==> src/sv/i2cee_pkg.sv <==
// Shared types, codes and bus program table for the 24Cxx EEPROM I2C master.
package i2cee_pkg;

    // Command codes on the operation field
    localparam logic [2:0] OP_NONE       = 3'd0;
    localparam logic [2:0] OP_READ_BYTE  = 3'd1;
    localparam logic [2:0] OP_WRITE_BYTE = 3'd2;
    localparam logic [2:0] OP_READ_HALF  = 3'd3;
    localparam logic [2:0] OP_WRITE_HALF = 3'd4;

    // Configuration register indexes
    localparam logic [1:0] CFG_HALF_PERIOD = 2'd0;
    localparam logic [1:0] CFG_ACK_LIMIT   = 2'd1;
    localparam logic [1:0] CFG_TWO_BYTE    = 2'd2;
    localparam logic [1:0] CFG_DEVICE      = 2'd3;

    // Configuration reset values
    localparam logic [15:0] RST_HALF_PERIOD = 16'd20;
    localparam logic [15:0] RST_ACK_LIMIT   = 16'd1000;
    localparam logic        RST_TWO_BYTE    = 1'b0;
    localparam logic [7:0]  RST_DEVICE      = 8'd160;

    localparam int PHASE_W = 5;

    typedef enum logic [5:0] {
        BUS_START   = 6'b000001,
        BUS_STOP    = 6'b000010,
        BUS_SEND    = 6'b000100,
        BUS_ACK     = 6'b001000,
        BUS_RECV_LO = 6'b010000,
        BUS_RECV_HI = 6'b100000
    } bus_op_t;

    typedef struct packed {
        bus_op_t    kind;
        logic [7:0] value;
    } prog_entry_t;

    typedef struct packed {
        logic [15:0] half_period;
        logic [15:0] ack_limit;
        logic        two_byte;
        logic [7:0]  dev_write;
    } cfg_t;

    typedef struct packed {
        logic [2:0]  operation;
        logic [15:0] address;
        logic [15:0] write_data;
        logic        sda_in;
    } item_t;

    typedef struct packed {
        logic        scl;
        logic        sda;
        logic        busy;
        logic        done;
        logic [15:0] read_data;
    } result_t;

    // Bus program in the two-byte-address layout. With a folded address the
    // sequencer skips slots 2 and 3 (ack and high address byte).
    //   0 start, 1 device, 2 ack, 3 addr hi, 4 ack, 5 addr lo, 6 ack
    //   read : 7 start, 8 device rd, 9 ack, 10 recv lo, 11 stop,
    //          12 start, 13 device rd, 14 ack, 15 recv hi, 16 stop
    //   write: 7 data lo, 8 ack, 9 data hi or stop, 10 ack, 11 stop
    function automatic prog_entry_t prog_entry(
        input logic [PHASE_W-1:0] phase,
        input logic [2:0]         op,
        input cfg_t               cfg,
        input logic [15:0]        address,
        input logic [15:0]        data
    );
        logic [7:0]  dev_r;
        logic [7:0]  dev_first;
        logic        is_read;
        prog_entry_t e;
        dev_r     = cfg.dev_write + 8'd1;
        dev_first = cfg.two_byte ? cfg.dev_write
                                 : cfg.dev_write + {4'b0000, address[10:8], 1'b0};
        is_read   = (op == OP_READ_BYTE) || (op == OP_READ_HALF);
        e.kind    = BUS_STOP;
        e.value   = 8'h00;
        case (phase) inside
            5'd0: e.kind = BUS_START;
            5'd1:
            begin
                e.kind  = BUS_SEND;
                e.value = dev_first;
            end
            5'd2, 5'd4, 5'd6: e.kind = BUS_ACK;
            5'd3:
            begin
                e.kind  = BUS_SEND;
                e.value = address[15:8];
            end
            5'd5:
            begin
                e.kind  = BUS_SEND;
                e.value = address[7:0];
            end
            default:
            begin
                if (is_read)
                begin
                    case (phase) inside
                        5'd7, 5'd12: e.kind = BUS_START;
                        5'd8, 5'd13:
                        begin
                            e.kind  = BUS_SEND;
                            e.value = dev_r;
                        end
                        5'd9, 5'd14: e.kind = BUS_ACK;
                        5'd10:       e.kind = BUS_RECV_LO;
                        5'd15:       e.kind = BUS_RECV_HI;
                        default:     e.kind = BUS_STOP;
                    endcase
                end
                else
                begin
                    case (phase) inside
                        5'd7:
                        begin
                            e.kind  = BUS_SEND;
                            e.value = data[7:0];
                        end
                        5'd8, 5'd10: e.kind = BUS_ACK;
                        5'd9:
                        begin
                            if (op == OP_WRITE_HALF)
                            begin
                                e.kind  = BUS_SEND;
                                e.value = data[15:8];
                            end
                            else
                            begin
                                e.kind = BUS_STOP;
                            end
                        end
                        default: e.kind = BUS_STOP;
                    endcase
                end
            end
        endcase
        return e;
    endfunction

    // Slot index one past the last bus operation of a command
    function automatic logic [PHASE_W-1:0] prog_end(input logic [2:0] op);
        logic [PHASE_W-1:0] n;
        case (op)
            OP_READ_BYTE:  n = 5'd12;
            OP_READ_HALF:  n = 5'd17;
            OP_WRITE_BYTE: n = 5'd10;
            OP_WRITE_HALF: n = 5'd12;
            default:       n = 5'd0;
        endcase
        return n;
    endfunction

endpackage

==> src/sv/i2cee_cfg.sv <==
// Configuration register bank of the EEPROM I2C master.
module i2cee_cfg
(
    input  logic               clk,
    input  logic               rst_n,
    input  logic               cfg_write_enable,
    input  logic [1:0]         cfg_index,
    input  logic [15:0]        cfg_data,
    output i2cee_pkg::cfg_t    cfg
);

    i2cee_pkg::cfg_t cfg_reg;

    always_ff @(posedge clk or negedge rst_n)
    begin
        if (!rst_n)
        begin
            cfg_reg.half_period <= i2cee_pkg::RST_HALF_PERIOD;
            cfg_reg.ack_limit   <= i2cee_pkg::RST_ACK_LIMIT;
            cfg_reg.two_byte    <= i2cee_pkg::RST_TWO_BYTE;
            cfg_reg.dev_write   <= i2cee_pkg::RST_DEVICE;
        end
        else if (cfg_write_enable)
        begin
            unique case (cfg_index)
                i2cee_pkg::CFG_HALF_PERIOD: cfg_reg.half_period <= cfg_data;
                i2cee_pkg::CFG_ACK_LIMIT:   cfg_reg.ack_limit   <= cfg_data;
                i2cee_pkg::CFG_TWO_BYTE:    cfg_reg.two_byte    <= cfg_data[0];
                i2cee_pkg::CFG_DEVICE:      cfg_reg.dev_write   <= cfg_data[7:0];
            endcase
        end
    end

    assign cfg = cfg_reg;

endmodule

==> src/sv/i2cee_core.sv <==
// Bus sequencer: state registers and the one-tick step of the transaction.
module i2cee_core
(
    input  logic                  clk,
    input  logic                  rst_n,
    input  logic                  fire,
    input  i2cee_pkg::item_t      item,
    input  i2cee_pkg::cfg_t       cfg,
    output i2cee_pkg::result_t    result
);

    localparam int PW = i2cee_pkg::PHASE_W;

    logic          busy_reg, busy_next;
    logic [PW-1:0] phase_reg, phase_next;
    logic [1:0]    sub_reg, sub_next;
    logic [3:0]    bit_reg, bit_next;
    logic [7:0]    shift_reg, shift_next;
    logic [15:0]   delay_reg, delay_next;
    logic [15:0]   poll_reg, poll_next;
    logic [2:0]    held_op_reg, held_op_next;
    logic [15:0]   held_addr_reg, held_addr_next;
    logic [15:0]   held_data_reg, held_data_next;
    logic          held_two_reg, held_two_next;
    logic [7:0]    held_dev_reg, held_dev_next;
    logic [15:0]   recv_reg, recv_next;
    logic          scl_reg, scl_next;
    logic          sda_reg, sda_next;

    logic                   start_cmd;
    logic                   done;
    logic                   op_end;
    logic                   is_read;
    logic [15:0]            rdata;
    logic [15:0]            full_delay;
    logic [15:0]            short_delay;
    logic [3:0]             bit_inc;
    i2cee_pkg::cfg_t        prog_cfg;
    i2cee_pkg::prog_entry_t entry;

    always_comb
    begin
        start_cmd = !busy_reg &&
                    ((item.operation == i2cee_pkg::OP_READ_BYTE)  ||
                     (item.operation == i2cee_pkg::OP_WRITE_BYTE) ||
                     (item.operation == i2cee_pkg::OP_READ_HALF)  ||
                     (item.operation == i2cee_pkg::OP_WRITE_HALF));

        // a new command starts executing on the tick it is taken
        busy_next      = busy_reg | start_cmd;
        held_op_next   = start_cmd ? item.operation  : held_op_reg;
        held_addr_next = start_cmd ? item.address    : held_addr_reg;
        held_data_next = start_cmd ? item.write_data : held_data_reg;
        // address layout and device byte are fixed when the command is taken
        held_two_next  = start_cmd ? cfg.two_byte    : held_two_reg;
        held_dev_next  = start_cmd ? cfg.dev_write   : held_dev_reg;
        recv_next      = start_cmd ? 16'h0000 : recv_reg;
        phase_next     = start_cmd ? '0       : phase_reg;
        sub_next       = start_cmd ? 2'd0     : sub_reg;
        bit_next       = start_cmd ? 4'd0     : bit_reg;
        delay_next     = start_cmd ? 16'h0000 : delay_reg;
        poll_next      = start_cmd ? 16'h0000 : poll_reg;
        shift_next     = start_cmd ? 8'h00    : shift_reg;
        scl_next       = scl_reg;
        sda_next       = sda_reg;

        prog_cfg           = cfg;
        prog_cfg.two_byte  = held_two_next;
        prog_cfg.dev_write = held_dev_next;

        full_delay  = cfg.half_period;
        short_delay = {1'b0, cfg.half_period[15:1]};
        bit_inc     = bit_next + 4'd1;
        is_read     = (held_op_next == i2cee_pkg::OP_READ_BYTE) ||
                      (held_op_next == i2cee_pkg::OP_READ_HALF);
        entry       = i2cee_pkg::prog_entry(phase_next, held_op_next, prog_cfg,
                                            held_addr_next, held_data_next);
        done        = 1'b0;
        rdata       = 16'h0000;
        op_end      = 1'b0;

        if (busy_next)
        begin
            if (delay_next != 16'h0000)
            begin
                delay_next = delay_next - 16'd1;
            end
            else if (phase_next >= i2cee_pkg::prog_end(held_op_next))
            begin
                busy_next = 1'b0;
                done      = 1'b1;
                if (is_read)
                    rdata = recv_next;
            end
            else
            begin
                case (entry.kind)
                    i2cee_pkg::BUS_START, i2cee_pkg::BUS_STOP:
                    begin
                        case (sub_next)
                            2'd0:
                            begin
                                sda_next   = (entry.kind == i2cee_pkg::BUS_START);
                                delay_next = 16'h0000;
                                sub_next   = 2'd1;
                            end
                            2'd1:
                            begin
                                scl_next   = 1'b1;
                                delay_next = full_delay;
                                sub_next   = 2'd2;
                            end
                            2'd2:
                            begin
                                sda_next   = (entry.kind != i2cee_pkg::BUS_START);
                                delay_next = full_delay;
                                sub_next   = 2'd3;
                            end
                            default:
                            begin
                                scl_next   = 1'b0;
                                delay_next = full_delay;
                                op_end     = 1'b1;
                            end
                        endcase
                    end
                    i2cee_pkg::BUS_SEND:
                    begin
                        case (sub_next)
                            2'd0:
                            begin
                                sda_next   = entry.value[3'd7 - bit_next[2:0]];
                                delay_next = 16'h0000;
                                sub_next   = 2'd1;
                            end
                            2'd1:
                            begin
                                scl_next   = 1'b1;
                                delay_next = full_delay;
                                sub_next   = 2'd2;
                            end
                            2'd2:
                            begin
                                scl_next   = 1'b0;
                                delay_next = full_delay;
                                bit_next   = bit_inc;
                                sub_next   = (bit_inc >= 4'd8) ? 2'd3 : 2'd0;
                            end
                            default:
                            begin
                                sda_next   = 1'b1;
                                delay_next = full_delay;
                                op_end     = 1'b1;
                            end
                        endcase
                    end
                    i2cee_pkg::BUS_ACK:
                    begin
                        case (sub_next)
                            2'd0:
                            begin
                                sda_next   = 1'b1;
                                delay_next = short_delay;
                                sub_next   = 2'd1;
                            end
                            2'd1:
                            begin
                                scl_next   = 1'b1;
                                delay_next = full_delay;
                                sub_next   = 2'd2;
                                poll_next  = 16'h0000;
                            end
                            default:
                            begin
                                // keep polling while SDA is high and the limit allows
                                if (item.sda_in && (poll_next < cfg.ack_limit))
                                begin
                                    poll_next  = poll_next + 16'd1;
                                    delay_next = 16'h0000;
                                end
                                else
                                begin
                                    poll_next  = 16'h0000;
                                    scl_next   = 1'b0;
                                    delay_next = full_delay;
                                    op_end     = 1'b1;
                                end
                            end
                        endcase
                    end
                    default: // receive low or high byte
                    begin
                        case (sub_next)
                            2'd0:
                            begin
                                shift_next = {shift_next[6:0], 1'b0};
                                scl_next   = 1'b1;
                                delay_next = full_delay;
                                sub_next   = 2'd1;
                            end
                            2'd1:
                            begin
                                shift_next = shift_next | {7'b0000000, item.sda_in};
                                scl_next   = 1'b0;
                                delay_next = full_delay;
                                bit_next   = bit_inc;
                                sub_next   = (bit_inc >= 4'd8) ? 2'd2 : 2'd0;
                            end
                            default:
                            begin
                                if (entry.kind == i2cee_pkg::BUS_RECV_HI)
                                    recv_next = {shift_next, recv_next[7:0]};
                                else
                                    recv_next = {recv_next[15:8], shift_next};
                                sda_next   = 1'b1;
                                delay_next = full_delay;
                                op_end     = 1'b1;
                            end
                        endcase
                    end
                endcase

                if (op_end)
                begin
                    // folded address skips the ack and high address slots
                    if ((phase_next == 5'd1) && !held_two_next)
                        phase_next = 5'd4;
                    else
                        phase_next = phase_next + 5'd1;
                    sub_next = 2'd0;
                    bit_next = 4'd0;
                end
            end
        end

        result.scl       = scl_next;
        result.sda       = sda_next;
        result.busy      = busy_next;
        result.done      = done;
        result.read_data = rdata;
    end

    always_ff @(posedge clk or negedge rst_n)
    begin
        if (!rst_n)
        begin
            busy_reg      <= 1'b0;
            phase_reg     <= '0;
            sub_reg       <= 2'd0;
            bit_reg       <= 4'd0;
            shift_reg     <= 8'h00;
            delay_reg     <= 16'h0000;
            poll_reg      <= 16'h0000;
            held_op_reg   <= i2cee_pkg::OP_NONE;
            held_addr_reg <= 16'h0000;
            held_data_reg <= 16'h0000;
            held_two_reg  <= i2cee_pkg::RST_TWO_BYTE;
            held_dev_reg  <= i2cee_pkg::RST_DEVICE;
            recv_reg      <= 16'h0000;
            scl_reg       <= 1'b1;
            sda_reg       <= 1'b1;
        end
        else if (fire)
        begin
            busy_reg      <= busy_next;
            phase_reg     <= phase_next;
            sub_reg       <= sub_next;
            bit_reg       <= bit_next;
            shift_reg     <= shift_next;
            delay_reg     <= delay_next;
            poll_reg      <= poll_next;
            held_op_reg   <= held_op_next;
            held_addr_reg <= held_addr_next;
            held_data_reg <= held_data_next;
            held_two_reg  <= held_two_next;
            held_dev_reg  <= held_dev_next;
            recv_reg      <= recv_next;
            scl_reg       <= scl_next;
            sda_reg       <= sda_next;
        end
    end

endmodule

==> src/sv/i2c_eeprom_transaction_master.sv <==
// Top level of the 24Cxx EEPROM I2C master: input stage, sequencer, result stage.
//
//  Channel  | Handshake                      | Word carried
//  ---------+--------------------------------+------------------------------------------
//  in       | in_valid / in_stall            | operation, address, write_data, sda_in
//  out      | out_valid / out_stall          | scl_level, sda_release, busy_res,
//           |                                | done_res, read_data
//  cfg      | cfg_write_enable               | cfg_index, cfg_data (write only)
//
// Each input word is one tick of the bus sequencer and yields exactly one output word.
// Throughput is one word per cycle while out is not stalled; each word passes through the
// input register, then the sequencer step into the result register.
// Reset loads the configuration defaults and leaves the sequencer idle with SCL and
// SDA released high.
// A stall on out holds the result register; the input register then fills and in
// raises its stall until the result is taken.
module i2c_eeprom_transaction_master
(
    input  logic        clk,
    input  logic        rst_n,

    input  logic        in_valid,
    output logic        in_stall,
    input  logic [2:0]  operation,
    input  logic [15:0] address,
    input  logic [15:0] write_data,
    input  logic        sda_in,

    output logic        out_valid,
    input  logic        out_stall,
    output logic        scl_level,
    output logic        sda_release,
    output logic        busy_res,
    output logic        done_res,
    output logic [15:0] read_data,

    input  logic        cfg_write_enable,
    input  logic [1:0]  cfg_index,
    input  logic [15:0] cfg_data
);

    i2cee_pkg::cfg_t    cfg;
    i2cee_pkg::item_t   in_item_reg;
    i2cee_pkg::result_t step_result;
    i2cee_pkg::result_t out_res_reg;
    logic               in_full_reg;
    logic               out_valid_reg;
    logic               step_fire;

    // Configuration registers
    i2cee_cfg u_cfg
    (
        .clk              (clk),
        .rst_n            (rst_n),
        .cfg_write_enable (cfg_write_enable),
        .cfg_index        (cfg_index),
        .cfg_data         (cfg_data),
        .cfg              (cfg)
    );

    // The step runs whenever a word waits in the input register and the result
    // register is empty or being drained this cycle.
    assign step_fire = in_full_reg && (!out_valid_reg || !out_stall);
    assign in_stall  = in_full_reg && !step_fire;

    // Input register
    always_ff @(posedge clk or negedge rst_n)
    begin
        if (!rst_n)
        begin
            in_full_reg <= 1'b0;
        end
        else if (!in_stall)
        begin
            in_full_reg <= in_valid;
        end
    end

    always_ff @(posedge clk)
    begin
        if (!in_stall && in_valid)
        begin
            in_item_reg.operation  <= operation;
            in_item_reg.address    <= address;
            in_item_reg.write_data <= write_data;
            in_item_reg.sda_in     <= sda_in;
        end
    end

    // Sequencer: one bus tick per word
    i2cee_core u_core
    (
        .clk    (clk),
        .rst_n  (rst_n),
        .fire   (step_fire),
        .item   (in_item_reg),
        .cfg    (cfg),
        .result (step_result)
    );

    // Result register
    always_ff @(posedge clk or negedge rst_n)
    begin
        if (!rst_n)
        begin
            out_valid_reg <= 1'b0;
        end
        else if (step_fire)
        begin
            out_valid_reg <= 1'b1;
        end
        else if (!out_stall)
        begin
            out_valid_reg <= 1'b0;
        end
    end

    always_ff @(posedge clk)
    begin
        if (step_fire)
        begin
            out_res_reg <= step_result;
        end
    end

    assign out_valid   = out_valid_reg;
    assign scl_level   = out_res_reg.scl;
    assign sda_release = out_res_reg.sda;
    assign busy_res    = out_res_reg.busy;
    assign done_res    = out_res_reg.done;
    assign read_data   = out_res_reg.read_data;

    // A finished transaction is never reported as still running
    a_done_not_busy: assert property (@(posedge clk) disable iff (!rst_n)
        out_valid && done_res |-> !busy_res)
        else $error("done word reports busy");

    // Read data only appears on the done word
    a_data_only_on_done: assert property (@(posedge clk) disable iff (!rst_n)
        out_valid && !done_res |-> read_data == 16'h0000)
        else $error("read data outside done word");

    // A word waiting in the input register moves on once the result register drains
    a_input_drains: assert property (@(posedge clk) disable iff (!rst_n)
        in_full_reg && out_valid && !out_stall |=> out_valid)
        else $error("input word not stepped after output drained");

endmodule
==> config.mk <==
export PLATFORM = sky130hd
export DESIGN_NAME = i2c_eeprom_transaction_master
export DESIGN_NICKNAME = d
export VERILOG_FILES = /design/src/sv/i2cee_pkg.sv /design/src/sv/i2cee_cfg.sv /design/src/sv/i2cee_core.sv /design/src/sv/i2c_eeprom_transaction_master.sv
export SDC_FILE = /design/constraint.sdc
export NUM_CORES = 1
export LEC_CHECK = 0
export BUFFER_PORTS_ARGS = -buffer_cell sky130_fd_sc_hd__buf_2
export CORE_MARGIN = 2
export CORE_UTILIZATION = 45
export CTS_BUF_LIST = sky130_fd_sc_hd__clkbuf_8
export CTS_CLUSTER_DIAMETER = 100
export DETAILED_ROUTE_END_ITERATION = 10
export GPL_TIMING_DRIVEN = 1
export SYNTH_ARGS = -nofsm -noshare
export SYNTH_HDL_FRONTEND = slang
export SYNTH_SLANG_ARGS = --single-unit
export TNS_END_PERCENT = 5
==> constraint.sdc <==
create_clock -name clk -period 6.95 [get_ports clk]
set_input_delay 1.39 -clock clk [delete_from_list [all_inputs] [get_ports clk]]
set_output_delay 1.39 -clock clk [all_outputs]
set_load 0.05 [all_outputs]
==> summary.txt <==
===========================================================================================
Status                                                                         finished, final reports clean
Global-route usage over all layers                                                   22.91%
Clock Sink Count                                                                        213
Hold_sp                                                                        in_item_reg[11]
Grt total ovfl                                                                            0
Worst IR Drop VDD                                                                 0.1726 mV
Data arrival time of the worst path                                                 5.69 ns
Area after DPL                                                                  0.01240 mm²
Count of distinct cell types in the synthesized netlist                                  82
Layout cell share with drive strength beyond 1                                       17.54%
Delay of the slowest cell on the worst path                                         0.79 ns
Die extent in x                                                                    165.3 µm
Setup repair after global routing missed its margin                                   false
Number of design-rule violations left by the first detailed-router iteration            939
Period minus WS final                                                              5.241 ns
Worst hold slack                                                                  0.4266 ns
Dpl cells                                                                              1605
DR DRC count                                                                              0
Post-Route Setup TNS                                                                   0 ns
Critical Path End Type                                                                 flop
Relative slew slack                                                                  33.59%
Reg area                                                                       0.005628 mm²
Synth warnings                                                                            0
Detail-routed net length per standard cell                                         18.23 µm
Antenna violations before repair                                                          0
Pin count of the biggest net entering global routing                                     61
Number of buffers inserted by post-CTS setup repair                                       0
Standard cell with the maximum stage delay on the critical path                sky130_fd_sc_hd__dfrtp_1
Initial core utilization                                                             45.44%
Routability congestion estimate                                                      0.9080
Most used flip-flop cell after synthesis                                       sky130_fd_sc_hd__dfrtp_1
Post-cts gate resize count                                                                0
Clock tree root buffer cell                                                    sky130_fd_sc_hd__clkbuf_8
Syn avg cell area                                                                 9.418 µm²
Sequential share of the synthesized area                                             48.08%
Placeable core area                                                             0.02576 mm²
Post-route total power                                                              4787 µW
Net count after synthesis                                                              1335
Max Clock Freq                                                                    190.8 MHz
Nets@finish                                                                            1402
Final setup violation count                                                               0
Number of enable-type register cells in the synthesized netlist                          56
Detail Route Antenna Nets                                                                 0
Cell area after technology mapping                                              0.01171 mm²
Wire length reported by the detailed router                                        30530 µm
Max FFs per register                                                                     41
Final Cycle Share                                                                    75.41%
Hold buffer count at cts                                                                  0
Worst-path cell chain                                                          nor2_1, a21oi_4, buf_4, nand4_1, nor2_1, ha_1, nand2_1, o21ai_0, a32o_1, nand3_1, o21ai_0, o21ai_1, or4_1, o211ai_1
CTS tree                                                                              built
WP data required                                                                    7.40 ns
Final Instance Area                                                             0.01320 mm²
CTS clk-pin slew, worst paths                                                       0.06 ns
Drt first pass iters                                                                      5
Port Buffer Count                                                                        80
Global-route wire length before repair                                             49170 µm
CP Max Fanout                                                                            43
CTS H-Tree Depth                                                                          2
Non-filler instance count after layout                                                 1675
Die Outline Area                                                                0.02732 mm²
Layout filler cell count                                                               2457
Worst Path Class, Setup                                                        flop to flop
Vias in the first global route                                                         9007
Register bit count reported by yosys                                                    213
Number of buffers on the longest clock path                                               3
Type of origin of the critical path                                                    flop
Leakage power total                                                             0.005866 µW
Site Rows                                                                                59
Die extent in y                                                                    165.3 µm
Fraction of synthesis flops using an asynchronous set or reset pin                   73.71%
Antenna cell count                                                                        0
TritonCTS buffer count                                                                   38
Gate Count Post-Synth                                                                  1243
Type of the most critical hold path                                            flop to flop
HPWL after detailed placement                                                      21190 µm
Footprint of the multi-input gates                                             0.005645 mm²
Worst r2r src                                                                  u_core.busy_reg
Number of max-capacitance violations reported                                             0
Transition at the pin with the smallest max-transition slack                      0.9939 ns
Setup clock skew after layout                                                    0.03653 ns
Number of endpoints with negative hold slack in the final report                          0
Launch point of the worst path                                                 u_core.busy_reg
I/O pins                                                                                 81
Source-to-sink clock delay at the later pin of the worst-skew pair                  0.55 ns
Number of pins with negative max-slew slack in the final report                           0
Detailed-route via count                                                               9550
Average vias per placed instance                                                      5.701
Growth of design area from synthesis to finish                                       12.72%
P per Cell Area                                                                362.8 mW/mm²
===========================================================================================
-- worst max-delay path, delay by kind of cell, from the launching register on --
family / cells / cell delay, ns
buf+inv: 1 / 0.56
compound gates: 6 / 1.97
fa+ha+maj: 1 / 0.22
flops: 1 / 0.79
simple gates: 6 / 1.58
-- synth_stat cells (7+ instances only) --
cell,number,area (µm²)
sky130_fd_sc_hd__nand2_1,249,934.7
sky130_fd_sc_hd__dfrtp_1,143,3578
sky130_fd_sc_hd__o21ai_0,75,375.4
sky130_fd_sc_hd__nor2_1,67,251.5
sky130_fd_sc_hd__edfxtp_1,56,1682
sky130_fd_sc_hd__inv_1,55,206.5
sky130_fd_sc_hd__a21oi_1,50,250.2
sky130_fd_sc_hd__clkbuf_1,47,176.4
sky130_fd_sc_hd__mux2_2,44,495.5
sky130_fd_sc_hd__nand3_1,39,195.2
sky130_fd_sc_hd__and2_1,37,231.5
sky130_fd_sc_hd__ha_1,32,400.4
sky130_fd_sc_hd__nor3_1,30,150.1
sky130_fd_sc_hd__a31oi_1,16,100.1
sky130_fd_sc_hd__o211ai_1,15,112.6
sky130_fd_sc_hd__a21o_1,14,105.1
sky130_fd_sc_hd__dfstp_2,14,367.9
sky130_fd_sc_hd__mux2i_1,14,140.1
sky130_fd_sc_hd__and3_1,13,81.33
sky130_fd_sc_hd__buf_2,11,55.05
sky130_fd_sc_hd__nand4_1,11,68.82
sky130_fd_sc_hd__a22o_1,10,87.58
sky130_fd_sc_hd__a211oi_1,9,67.56
sky130_fd_sc_hd__nor4_1,9,56.30
sky130_fd_sc_hd__o2111ai_1,9,78.83
sky130_fd_sc_hd__nor2b_1,8,50.05
sky130_fd_sc_hd__nor3b_1,8,60.06
sky130_fd_sc_hd__a221oi_1,7,61.31
sky130_fd_sc_hd__nand2b_1,7,43.79
sky130_fd_sc_hd__o22ai_1,7,43.79
sky130_fd_sc_hd__xor2_1,7,61.31
-- metal layers --
| layer | global-route usage [%] | routed length (µm) |
|---|---|---|
| met1 | 33.28 | 14390 |
| met5 | 0 | 0 |
| met2 | 35.09 | 13800 |
| met4 | 7.288 | 722 |
| met3 | 3.821 | 1617 |
-- stage by stage --
step,worst slack [ns],util [%]
after global placement,1.974,48.11
after detailed placement,1.814,48.11
after CTS,1.783,51.22
after global routing,1.160,51.22
after floorplan,2.358,-
final,1.709,51.22
-- placed cells by master, fill, tap and decap left out, drive strengths merged, types with 7 or more instances in the layout --
master,instances
edfxtp,56
a221oi,7
a22o,10
nor2b,8
nand3,39
nor3,32
dfrtp,143
o211ai,15
nor4,9
nor3b,9
nor2,68
nand2b,7
clkbuf,48
or4,7
a31oi,16
a21o,14
inv,72
and2,39
dfstp,14
nand4,11
xor2,7
a21oi,52
ha,32
a211oi,9
o21ai,80
mux2i,14
mux2,44
nand2,252
and3,13
buf,92
o22ai,7
o2111ai,9
-- cell families after synthesis --
logic type	after synthesis	share of synthesized area (%)
AOI/OAI and AO/OA	282	16.11
xor gates and xnor gates	13	0.9726
adders and majority gates	33	3.591
buffers and inverters	120	4.029
DFF	213	48.08
muxes	60	5.814
and+or+nand+nor	522	21.41
-- worst paths after layout --
path | to | slack (ns) | cells past startpoint
setup reg to reg | u_core.phase_reg[3] | 1.71 | 14
max in group asynchronous | u_core.held_op_reg[0] | 5.03 | 2
min in group asynchronous | u_core.recv_reg[11] | 0.75 | 1
hold reg to reg | u_core.held_data_reg[10] | 0.43 | 2
setup / recovery | u_core.phase_reg[3] | 1.71 | 14
hold / removal | u_core.held_data_reg[10] | 0.43 | 2
-- report_power, final --
part	internal [µW]	leakage (µW)	switching, µW
clock	695	0.000476	519
sequential	1570	0.00249	321
combinational	660	0.00290	1020
-- area by class of cell --
cell class	count	share of cell area (%)
sequential	213	42.65
tap	335	3.177
multi-input combinational	910	42.78
inverter	55	1.565
clock buffer	48	5.007
clock inverter	22	1.053
timing repair buffer	92	3.764
Power figures use the tool's default switching activity.
